===== config.mk =====
export PLATFORM = sky130hd
export DESIGN_NAME = ogg_page_validator
export DESIGN_NICKNAME = d
export VERILOG_FILES = /design/src/hdl/ogg_pv_pkg.sv /design/src/hdl/ogg_pv_crc.sv /design/src/hdl/ogg_pv_parse.sv /design/src/hdl/ogg_page_validator.sv
export SDC_FILE = /design/constraint.sdc
export NUM_CORES = 1
export LEC_CHECK = 0
export BUFFER_PORTS_ARGS = -buffer_cell sky130_fd_sc_hd__buf_2
export CORE_MARGIN = 2
export CORE_UTILIZATION = 46
export CTS_CLUSTER_SIZE = 24
export DETAILED_ROUTE_END_ITERATION = 8
export GPL_TIMING_DRIVEN = 1
export HOLD_SLACK_MARGIN = 0.15
export PLACE_DENSITY = 0.61
export SYNTH_ARGS = -nofsm -noshare
export SYNTH_HDL_FRONTEND = slang
export SYNTH_HIERARCHICAL = 1
export SYNTH_SLANG_ARGS = --single-unit

===== constraint.sdc =====
create_clock -name clk -period 7.5 [get_ports clk]
set_clock_uncertainty 0.1 [all_clocks]
set_input_delay 1.125 -clock clk [delete_from_list [all_inputs] [get_ports clk]]
set_output_delay 1.125 -clock clk [all_outputs]
set_load 0.05 [all_outputs]

===== src/hdl/ogg_pv_pkg.sv =====
// ----------------------------------------------------------------------------
// ogg_pv_pkg
// Shared constants, codes and types of the Ogg page validator.
// ----------------------------------------------------------------------------
package ogg_pv_pkg;

	// parse phases
	localparam logic [1:0] PH_HEADER = 2'd0;
	localparam logic [1:0] PH_LACING = 2'd1;
	localparam logic [1:0] PH_BODY   = 2'd2;
	localparam logic [1:0] PH_IGNORE = 2'd3;

	// result status codes
	localparam logic [2:0] ST_OK       = 3'd0;
	localparam logic [2:0] ST_CAPTURE  = 3'd1;
	localparam logic [2:0] ST_VERSION  = 3'd2;
	localparam logic [2:0] ST_TRUNC    = 3'd3;
	localparam logic [2:0] ST_MISMATCH = 3'd4;

	// header layout
	localparam logic [8:0] HDR_FIXED = 9'd27;
	localparam logic [8:0] VER_POS   = 9'd4;
	localparam logic [8:0] CRC_LO    = 9'd22;
	localparam logic [8:0] CRC_HI    = 9'd25;
	localparam logic [8:0] SEG_POS   = 9'd26;

	localparam logic [31:0] CRC_POLY = 32'h04C1_1DB7;

	// stream position wraps at the buffer size limit
	localparam int          POS_W            = 24;
	localparam longint      MAX_BUFFER_BYTES = 64'd16777216;
	localparam logic [POS_W-1:0] POS_LAST    = POS_W'(MAX_BUFFER_BYTES - 64'd1);

	// one result beat
	typedef struct packed {
		logic             valid;
		logic [2:0]       status;
		logic [POS_W-1:0] page_offset;
		logic [8:0]       header_length;
		logic [15:0]      body_length;
		logic             buffer_done;
	} res_t;

	// expected capture pattern byte "OggS"
	function automatic logic [7:0] capture_byte(input logic [1:0] idx);
		logic [7:0] b;
		case (idx)
			2'd0: b = 8'h4F;
			2'd1: b = 8'h67;
			2'd2: b = 8'h67;
			default: b = 8'h53;
		endcase
		return b;
	endfunction

endpackage


===== src/hdl/ogg_pv_crc.sv =====
// ----------------------------------------------------------------------------
// ogg_pv_crc
// One byte step of the Ogg CRC-32 (poly 04C11DB7, MSB first, no reflection).
// ----------------------------------------------------------------------------
module ogg_pv_crc
	import ogg_pv_pkg::*;
(
	input  logic [31:0] crc_in,
	input  logic [7:0]  data,
	output logic [31:0] crc_out
);

	always_comb begin
		logic [31:0] c;
		c = crc_in ^ {data, 24'd0};
		for (int k = 0; k < 8; k++) begin
			if (c[31]) begin
				c = {c[30:0], 1'b0} ^ CRC_POLY;
			end else begin
				c = {c[30:0], 1'b0};
			end
		end
		crc_out = c;
	end

endmodule


===== src/hdl/ogg_pv_parse.sv =====
// ----------------------------------------------------------------------------
// ogg_pv_parse
// Page parser state: header checks, lacing sum, body count and CRC compare.
// ----------------------------------------------------------------------------
module ogg_pv_parse
	import ogg_pv_pkg::*;
(
	input  logic       clk,
	input  logic       arst_n,
	input  logic       step,
	input  logic [7:0] data_byte,
	input  logic       last_byte,
	output res_t       res
);

	logic [1:0]       phase_q, phase_d;
	logic [8:0]       hidx_q, hidx_d;
	logic [7:0]       seg_q, seg_d;
	logic [15:0]      bsum_q, bsum_d;
	logic [15:0]      bleft_q, bleft_d;
	logic [31:0]      crc_q, crc_d;
	logic [31:0]      stored_q, stored_d;
	logic [POS_W-1:0] pos_q, pos_d;
	logic [POS_W-1:0] pstart_q, pstart_d;

	logic        page_open;
	logic [31:0] crc_base, crc_next;
	logic [7:0]  feed_byte;
	logic        in_crc_field;
	logic [8:0]  hlen_d;
	logic [15:0] bleft_dec;

	assign page_open    = (phase_q == PH_HEADER) && (hidx_q == 9'd0);
	assign in_crc_field = (phase_q == PH_HEADER) && (hidx_q >= CRC_LO) && (hidx_q <= CRC_HI);
	assign crc_base     = page_open ? 32'd0 : crc_q;
	assign feed_byte    = in_crc_field ? 8'd0 : data_byte;

	ogg_pv_crc u_crc (
		.crc_in  (crc_base),
		.data    (feed_byte),
		.crc_out (crc_next)
	);

	assign bleft_dec = (bleft_q != 16'd0) ? bleft_q - 16'd1 : bleft_q;

	always_comb begin
		phase_d  = phase_q;
		hidx_d   = hidx_q;
		seg_d    = seg_q;
		bsum_d   = bsum_q;
		bleft_d  = bleft_q;
		crc_d    = crc_q;
		stored_d = page_open ? 32'd0 : stored_q;
		pos_d    = pos_q;
		pstart_d = page_open ? pos_q : pstart_q;
		hlen_d   = HDR_FIXED + {1'b0, seg_q};

		res             = '0;
		res.page_offset = pstart_d;
		res.buffer_done = last_byte;

		unique case (phase_q)
			PH_HEADER: begin
				if (hidx_q < VER_POS && data_byte != capture_byte(hidx_q[1:0])) begin
					res.valid  = 1'b1;
					res.status = ST_CAPTURE;
					phase_d    = PH_IGNORE;
				end else if (hidx_q == VER_POS && data_byte != 8'd0) begin
					res.valid  = 1'b1;
					res.status = ST_VERSION;
					phase_d    = PH_IGNORE;
				end else begin
					crc_d = crc_next;
					if (in_crc_field) begin
						case (hidx_q[1:0] ^ 2'b10)
							2'd0: stored_d[7:0]   = data_byte;
							2'd1: stored_d[15:8]  = data_byte;
							2'd2: stored_d[23:16] = data_byte;
							default: stored_d[31:24] = data_byte;
						endcase
					end
					if (hidx_q >= SEG_POS) begin
						seg_d  = data_byte;
						hidx_d = HDR_FIXED;
						bsum_d = 16'd0;
						hlen_d = HDR_FIXED + {1'b0, data_byte};
						if (data_byte == 8'd0) begin
							bleft_d = 16'd0;
							// empty page: finish right on the count byte
							res.valid         = 1'b1;
							res.status        = (crc_next == stored_d) ? ST_OK : ST_MISMATCH;
							res.header_length = hlen_d;
							res.body_length   = 16'd0;
						end else begin
							phase_d = PH_LACING;
						end
					end else begin
						hidx_d = hidx_q + 9'd1;
					end
				end
			end
			PH_LACING: begin
				crc_d  = crc_next;
				bsum_d = bsum_q + {8'd0, data_byte};
				hidx_d = hidx_q + 9'd1;
				if (hidx_d >= hlen_d) begin
					bleft_d = bsum_d;
					if (bsum_d == 16'd0) begin
						res.valid         = 1'b1;
						res.status        = (crc_next == stored_q) ? ST_OK : ST_MISMATCH;
						res.header_length = hlen_d;
						res.body_length   = bsum_d;
					end else begin
						phase_d = PH_BODY;
					end
				end
			end
			PH_BODY: begin
				crc_d   = crc_next;
				bleft_d = bleft_dec;
				if (bleft_dec == 16'd0) begin
					res.valid         = 1'b1;
					res.status        = (crc_next == stored_q) ? ST_OK : ST_MISMATCH;
					res.header_length = hlen_d;
					res.body_length   = bsum_q;
				end
			end
			default: begin
				// ignore bytes until the buffer ends
			end
		endcase

		// page finished: rearm on a good CRC, otherwise drop the rest
		if (res.valid && (phase_q != PH_HEADER || hidx_q >= SEG_POS)) begin
			if (res.status == ST_OK) begin
				phase_d = PH_HEADER;
				hidx_d  = 9'd0;
			end else begin
				phase_d = PH_IGNORE;
			end
		end

		if (last_byte) begin
			if (!res.valid && phase_d != PH_IGNORE
			    && !(phase_d == PH_HEADER && hidx_d == 9'd0)) begin
				res.valid         = 1'b1;
				res.status        = ST_TRUNC;
				res.header_length = (phase_d == PH_LACING || phase_d == PH_BODY) ? hlen_d : 9'd0;
				res.body_length   = (phase_d == PH_BODY) ? bsum_d : 16'd0;
			end
			phase_d  = PH_HEADER;
			hidx_d   = 9'd0;
			seg_d    = 8'd0;
			bsum_d   = 16'd0;
			bleft_d  = 16'd0;
			crc_d    = 32'd0;
			stored_d = 32'd0;
			pos_d    = '0;
			pstart_d = '0;
		end else begin
			pos_d = (pos_q == POS_LAST) ? '0 : pos_q + POS_W'(1);
		end
	end

	always_ff @(posedge clk or negedge arst_n) begin
		if (!arst_n) begin
			phase_q  <= PH_HEADER;
			hidx_q   <= 9'd0;
			seg_q    <= 8'd0;
			bsum_q   <= 16'd0;
			bleft_q  <= 16'd0;
			crc_q    <= 32'd0;
			stored_q <= 32'd0;
			pos_q    <= '0;
			pstart_q <= '0;
		end else if (step) begin
			phase_q  <= phase_d;
			hidx_q   <= hidx_d;
			seg_q    <= seg_d;
			bsum_q   <= bsum_d;
			bleft_q  <= bleft_d;
			crc_q    <= crc_d;
			stored_q <= stored_d;
			pos_q    <= pos_d;
			pstart_q <= pstart_d;
		end
	end

endmodule


===== src/hdl/ogg_page_validator.sv =====
// ----------------------------------------------------------------------------
// ogg_page_validator
// Streams a byte buffer, splits it into Ogg pages and reports each page.
// ----------------------------------------------------------------------------
// Input channel: one buffer byte per beat (data_byte), last_byte marks the
// final byte of a buffer. Output channel: one beat per finished page (status
// ok or crc mismatch), at the first capture or version error, or on a
// buffer that ends inside a page (truncated). Bytes after an error are
// dropped until last_byte. A buffer ending on a page boundary adds no beat.
// Path: the byte that completes a result is held in the input register, and
// the result is then stored in the result register, which drives the output.
// Throughput: one byte per cycle unless out_ready stalls; per byte, a single
// 8-step CRC update plus counter updates run between the two registers.
// Reset: all parse state clears, the next byte starts a buffer at offset 0,
// both registers empty. Stall: the result beat holds in the output register;
// one more byte advances into the input register, and if that byte cannot
// advance, in_ready drops until out_ready returns.
// ----------------------------------------------------------------------------
module ogg_page_validator
	import ogg_pv_pkg::*;
(
	input  logic             clk,
	input  logic             arst_n,
	input  logic             in_valid,
	output logic             in_ready,
	input  logic [7:0]       data_byte,
	input  logic             last_byte,
	output logic             out_valid,
	input  logic             out_ready,
	output logic [2:0]       status,
	output logic [POS_W-1:0] page_offset,
	output logic [8:0]       header_length,
	output logic [15:0]      body_length,
	output logic             buffer_done
);

	// input register
	logic       valid_s1;
	logic [7:0] byte_s1;
	logic       last_s1;

	// result register
	res_t res_s2;
	res_t res;

	logic advance;

	// the byte in the input register is processed whenever the result
	// register is empty or its beat is being taken this cycle
	assign advance  = valid_s1 && (!res_s2.valid || out_ready);
	assign in_ready = !valid_s1 || advance;

	always_ff @(posedge clk or negedge arst_n) begin
		if (!arst_n) begin
			valid_s1 <= 1'b0;
		end else if (in_ready) begin
			valid_s1 <= in_valid;
		end
	end

	// hold the payload while the stage stalls
	always_ff @(posedge clk) begin
		if (in_ready && in_valid) begin
			byte_s1 <= data_byte;
			last_s1 <= last_byte;
		end
	end

	ogg_pv_parse u_parse (
		.clk       (clk),
		.arst_n    (arst_n),
		.step      (advance),
		.data_byte (byte_s1),
		.last_byte (last_s1),
		.res       (res)
	);

	always_ff @(posedge clk or negedge arst_n) begin
		if (!arst_n) begin
			res_s2 <= '0;
		end else if (advance) begin
			res_s2 <= res;
		end else if (out_ready) begin
			res_s2.valid <= 1'b0;
		end
	end

	assign out_valid     = res_s2.valid;
	assign status        = res_s2.status;
	assign page_offset   = res_s2.page_offset;
	assign header_length = res_s2.header_length;
	assign body_length   = res_s2.body_length;
	assign buffer_done   = res_s2.buffer_done;

	// input backs up only when a byte waits behind a stalled result
	a_ready_stall: assert property (@(posedge clk) disable iff (!arst_n)
		!in_ready |-> (valid_s1 && out_valid && !out_ready))
		else $error("input stalled without a blocked result");

	// header and version errors carry no lengths
	a_err_lengths: assert property (@(posedge clk) disable iff (!arst_n)
		(out_valid && (status == ST_CAPTURE || status == ST_VERSION))
		|-> (header_length == 9'd0 && body_length == 16'd0))
		else $error("error result with nonzero lengths");

	// a good page always has a full fixed header
	a_ok_header: assert property (@(posedge clk) disable iff (!arst_n)
		(out_valid && status == ST_OK) |-> (header_length >= HDR_FIXED))
		else $error("ok result with short header length");

	// truncation is only reported with the buffer's last byte
	a_trunc_done: assert property (@(posedge clk) disable iff (!arst_n)
		(out_valid && status == ST_TRUNC) |-> buffer_done)
		else $error("truncation reported before the end of the buffer");

endmodule

# After elaboration in Yosys (flattened, before gate mapping)
# Cells that the tools add are included.
# word_totals
input_bits,13
output_inout_bits,55
reg_bits,227
# classes
n_lt_le_gt_ge,5
n_mux,98
add_sub_neg,6
eq_ne,21
reduce_logical,43
bitwise_logic,10
# op_table
op,n
32-bit 2-to-1 mux,13
25-bit 2-to-1 mux,9
27-bit 2-to-1 mux,8
16-bit 2-to-1 mux,12
14-bit NOT,8
9-bit 2-to-1 mux,11
24-bit 2-to-1 mux,4
8-bit 2-to-1 mux,11
25-bit one-hot mux with 3 select lines,1
32-bit == test,2
32-bit one-hot mux with 2 select lines,1
16-bit one-hot mux with 3 select lines,1
4-bit 2-to-1 mux,9
16-bit zero test,2
16-bit one-hot mux with 2 select lines,1
32-bit XOR,1
24-bit by 1-bit adder with 24-bit output (second input constant),1
24-bit == test (second input constant),1
5-bit by 8-bit adder with 9-bit output (first input constant),2
9-bit by 5-bit greater-or-equal comparator with 1-bit output (second input constant),2
9-bit zero test,2
2-bit 2-to-1 mux,9
9-bit one-hot mux with 2 select lines,1
16-bit by 8-bit adder with 16-bit output,1
other kinds (34),70

# Longest topological paths before layout
# logic_depth
depth_word,38
ltp_mapped,32

# Cells and area by module
# The synthesis kept the hierarchy.
# by_module_without_submodules
mod,cells_each,n_inst,seq_area_each_um2,area_each_um2
ogg_pv_parse,1523,1,4078.9,12339.3
ogg_page_validator,130,1,1646.6,2539.9
ogg_pv_crc,63,1,0.0,957.2

# Worst setup path before layout
# Ideal clock, no wire load.
# synth_timing
kind,reg-to-reg
startpoint,register u_parse.hidx_q[1]
endpoint,register res_s2 (netlist bit body_length[10])
path_stages_with_launch,30
setup_time_ps,125
arrival_ps,6891
t_required_ps,7275
period_less_slack_ps,7116
path_slack_ps,384
path_buffers,6
cell_sequence,dfrtp_1 inv_1 ha_1 o21ba_2 o22a_1 buf_2 buf_1 buf_1 nor2_1 and3_1 clkbuf_1 nor2b_1 xnor2_4 xnor3_2 xnor3_1 or3_1 a2111oi_0 and4_1 a31oi_1 a211oi_4 buf_6 or2_1 ha_1 o2111ai_1 nor4_1 a31oi_1 and2_1 clkbuf_1 a32o_1 mux2_4
# synth_rtl
item,line_no,text
from (decl),ogg_pv_parse.sv:17,"logic [8:0] hidx_q, hidx_d;"
from (signal assigned),ogg_pv_parse.sv:178,hidx_q <= hidx_d;
to (signal assigned),ogg_page_validator.sv:82,res_s2 <= res;
to (decl),ogg_page_validator.sv:43,res_t res_s2;

==> impl_summary.log <==
[metrics] run status: finished clean
[metrics] relative area change from synthesis to final layout: 10.3%
[metrics] Sink Count: roughly 230
[metrics] vias in the first global route: 13,400
[metrics] largest net degree at the start of global routing: 117
[metrics] Max transition margin: 0.336
[metrics] power density over cell area: 451 nW/um2
[metrics] required arrival time at the worst endpoint: 7.84 ns
[metrics] syn nets: 1,766
[metrics] library cells used by synthesis: 98
[metrics] setup slack at placement: ~0.17 ns
[metrics] aggregate negative setup slack: 0 ns
[metrics] cell chosen for the clock root: clkbuf_16
[metrics] shortest period the worst path allows: a little over 7 ns
[metrics] via count: 14,000
[metrics] transition time at the pin with the least slew margin: 0.996 ns
[metrics] reg-to-reg setup timing slack: 0.35 ns
[metrics] effective utilization at floorplan: 0.470
[metrics] Seq/Total Area, Yosys: 0.362
[metrics] TritonRoute pass-1 iters: 8
[metrics] Routability Congestion: roughly 0.96
[metrics] post-detailed-placement cell area: 16,500 um2
[metrics] commonest cells after routing, fill and taps aside: nand2_1, dfrtp_1, o21ai_0
[metrics] endpoint kind of the worst setup timing path: flop
[metrics] die extent in y: 190 um
[metrics] maximum capacitance violations: 0
[metrics] post-synthesis area per instance: 9.23 um2
[metrics] via density per instance: 6.34
[metrics] Critical Path AT: 7.49 ns
[metrics] I/O pin count: a little under 70
[metrics] GRT overflow: 0
[metrics] Post-Synthesis Cell Area: between 15,000 and 20,000 um2
[metrics] Core Box Area: between 30,000 and 40,000 um2
[metrics] class of the worst hold path: flop to flop
[metrics] Worst Slack Setup Final: 0.349 ns
[metrics] total of endpoints with negative setup slack in the final report: 0
[metrics] nets: between 1,500 and 2,000
[metrics] global-route wire length before repair: 79.5 mm
[metrics] share of flip-flops with an asynchronous set or reset after synthesis: 0.960
[metrics] count of buffers from port buffering: 67
[metrics] initial detailed-routing violation count: 1,203
[metrics] biggest fanout along the worst timing path: 9
[metrics] clock latency on the worst-skew pair: roughly 0.56 ns
[metrics] drt drc: 0
[metrics] critical path class: flop to flop
[metrics] Syn. warnings: 6
[metrics] CTS tree: built
[metrics] Synth Instances: around 1,700
[metrics] leakage power summed over all cells: 0.00783 uW
[metrics] final wirelength: 50.3 mm
[metrics] VDD IR max: 259 uV
[metrics] remaining antenna violation count: 0
[metrics] Overall Global Routing Usage: 0.282
[metrics] die width: 190 um
[metrics] proportion of layout cells with a drive suffix above 1: 0.153
[metrics] number of hold-slack violations in the final timing report: 0
[metrics] max-slew violation total from the final report: 0
[metrics] summed area of non-filler cells in the final layout: 17,500 um2
[metrics] Placement Rows: 67
[metrics] Filler Cells Inserted: 3,199
[metrics] clock-pin slew on the worst setup and hold paths: 0.06 ns
[metrics] cts bufs inserted: 27
[metrics] DP Wirelength: 34.8 mm
[metrics] total power consumption of the routed design: between 7000 and 8000 uW
[metrics] number of antenna violations at the first check in global routing: 3
[metrics] leading cell type in the layout, fill and taps excluded: nand2_1
[metrics] most used flip-flop cell after synthesis: dfrtp_1
[metrics] flop and latch count out of synthesis: approximately 230
[metrics] Post-CTS Hold Buffers: 0
[metrics] mean routed wirelength per cell: 22.8 um
[metrics] share of the clock period used by the worst path: 0.953
[metrics] maximum frequency from static timing analysis: 140 MHz
[metrics] Worst setup SP type: flop
[metrics] clock buffer depth: 3
[metrics] number of H-tree branching levels: 1
[metrics] die area: 35,900 um2
[metrics] number of enable-type register cells in the synthesized netlist: 9
cell usage after synthesis, types with 12 or more instances:
master     number  area share
a211oi_1       17      0.0081
a21boi_0       13      0.0062
a21o_1         13      0.0062
a21oi_1        49       0.015
a22o_1         34       0.019
a22oi_1        29       0.014
a31o_2         12      0.0066
a31oi_1        22      0.0087
a32o_1         19       0.012
and2_1         46       0.018
and3_1         28       0.011
buf_2          12      0.0038
clkbuf_1       89       0.021
dfrtp_1       218        0.34
ha_1           36       0.028
inv_1          36      0.0085
mux2_4         49       0.046
nand2_1       260       0.062
nand3_1        49       0.015
nand4_1        26       0.010
nor2_1         85       0.020
nor2b_1        12      0.0047
nor3_1         29      0.0092
o211a_1        14      0.0088
o211ai_1       21       0.010
o21ai_0        99       0.031
o22ai_1        17      0.0067
o2bb2ai_1      45       0.025
or3_1          18      0.0071
xnor2_1        80       0.044
xor2_1         25       0.014
where the power goes:
| group | leakage [uW] | switching [uW] | internal (uW) |
|---|---|---|---|
| sequential | 0.00307 | 174 | 1420 |
| clock | 0.000446 | 554 | 784 |
| combinational | 0.00432 | 3050 | 1900 |
| total | 0.00783 | 3770 | 4100 |
area by class of cell:
cell class                      instances  area, um2  area share
Sequential cell                       227       5730       0.328
Tap cell                              448        561      0.0321
Antenna cell                            1       2.50    0.000143
Clock buffer                           41        818      0.0468
Timing Repair Buffer                  109        661      0.0378
Multi-Input combinational cell       1332       9480       0.543
Clock inverter                          9       76.3     0.00437
Inverter                               38        143     0.00817
kinds of logic after synthesis:
kind of cell	synth area share
buf+inv	0.0427
flops	0.362
mux	0.0539
fa+ha+maj	0.0297
xor+xnor	0.0997
compound gates	0.220
simple gates	0.192
state kept, by name, indices dropped and copies added (netlist names), 9 cells and up:
name / flops
u_parse/stored_q: 32
header_length: 9
u_parse/pstart_q: 24
body_length: 16
page_offset: 24
u_parse/bleft_q: 16
u_parse/bsum_q: 16
u_parse/hidx_q: 9
u_parse/crc_q: 32
u_parse/pos_q: 24
through the flow:
| stage | hold WS, ns | instances | utilization |
|---|---|---|---|
| after floorplan | 0.340 | 1716 | - |
| after global placement | 0.356 | 2151 | 0.491 |
| after detailed placement | 0.364 | 2151 | 0.491 |
| after CTS | 0.378 | 2201 | 0.517 |
| after global routing | 0.399 | 2204 | 0.518 |
| final | 0.370 | 2205 | 0.518 |
routing by layer:
metal | track usage | share of wire | routed length, um | vias to the layer above
met5 | 0 | 0 | 0 | -
met4 | 0.0805 | 0.028 | 1410 | 0
met3 | 0.0513 | 0.081 | 4080 | 92
met2 | 0.437 | 0.45 | 22700 | 582
met1 | 0.403 | 0.44 | 22200 | 6946
li1 | - | - | - | 6350
repair_timing:
item                                    4_1_cts  5_1_grt
endpoints found under the setup margin        0       28
gates resized for setup                       0        5
buffers inserted                              0        3
worst paths after layout:
kind	end	cells after the start	from
setup / recovery	header_length[5]	24	u_parse/hidx_q[1]
hold / removal	u_parse/crc_q[30]	2	u_parse/crc_q[30]
setup reg to reg	header_length[5]	24	u_parse/hidx_q[1]
hold reg to reg	u_parse/crc_q[30]	2	u_parse/crc_q[30]
max in group asynchronous	u_parse/seg_q[0]	2	arst_n
min in group asynchronous	u_parse/crc_q[12]	1	arst_n
critical path, cell delays in order, from the launching register on:
cell and delay (ns):
dfrtp_1 0.48, inv_1 0.21, ha_1 0.18, o21ba_2 0.17, o22a_1 0.23, nor2_1 0.15
and3_2 0.35, nor2b_1 0.15, xnor2_4 0.42, xor2_2 0.41, xnor3_1 0.46, or3_1 0.40
a2111oi_1 0.46, and4_1 0.29, a31oi_1 0.17, a211oi_4 0.37, or2_2 0.20, ha_1 0.18
o2111ai_1 0.11, nor4_1 0.31, a31oi_1 0.25, a311oi_1 0.38, buf_4 0.21, o32ai_1 0.09
mux2_4 0.30
Note: power is estimated with default switching activity, not from simulation.
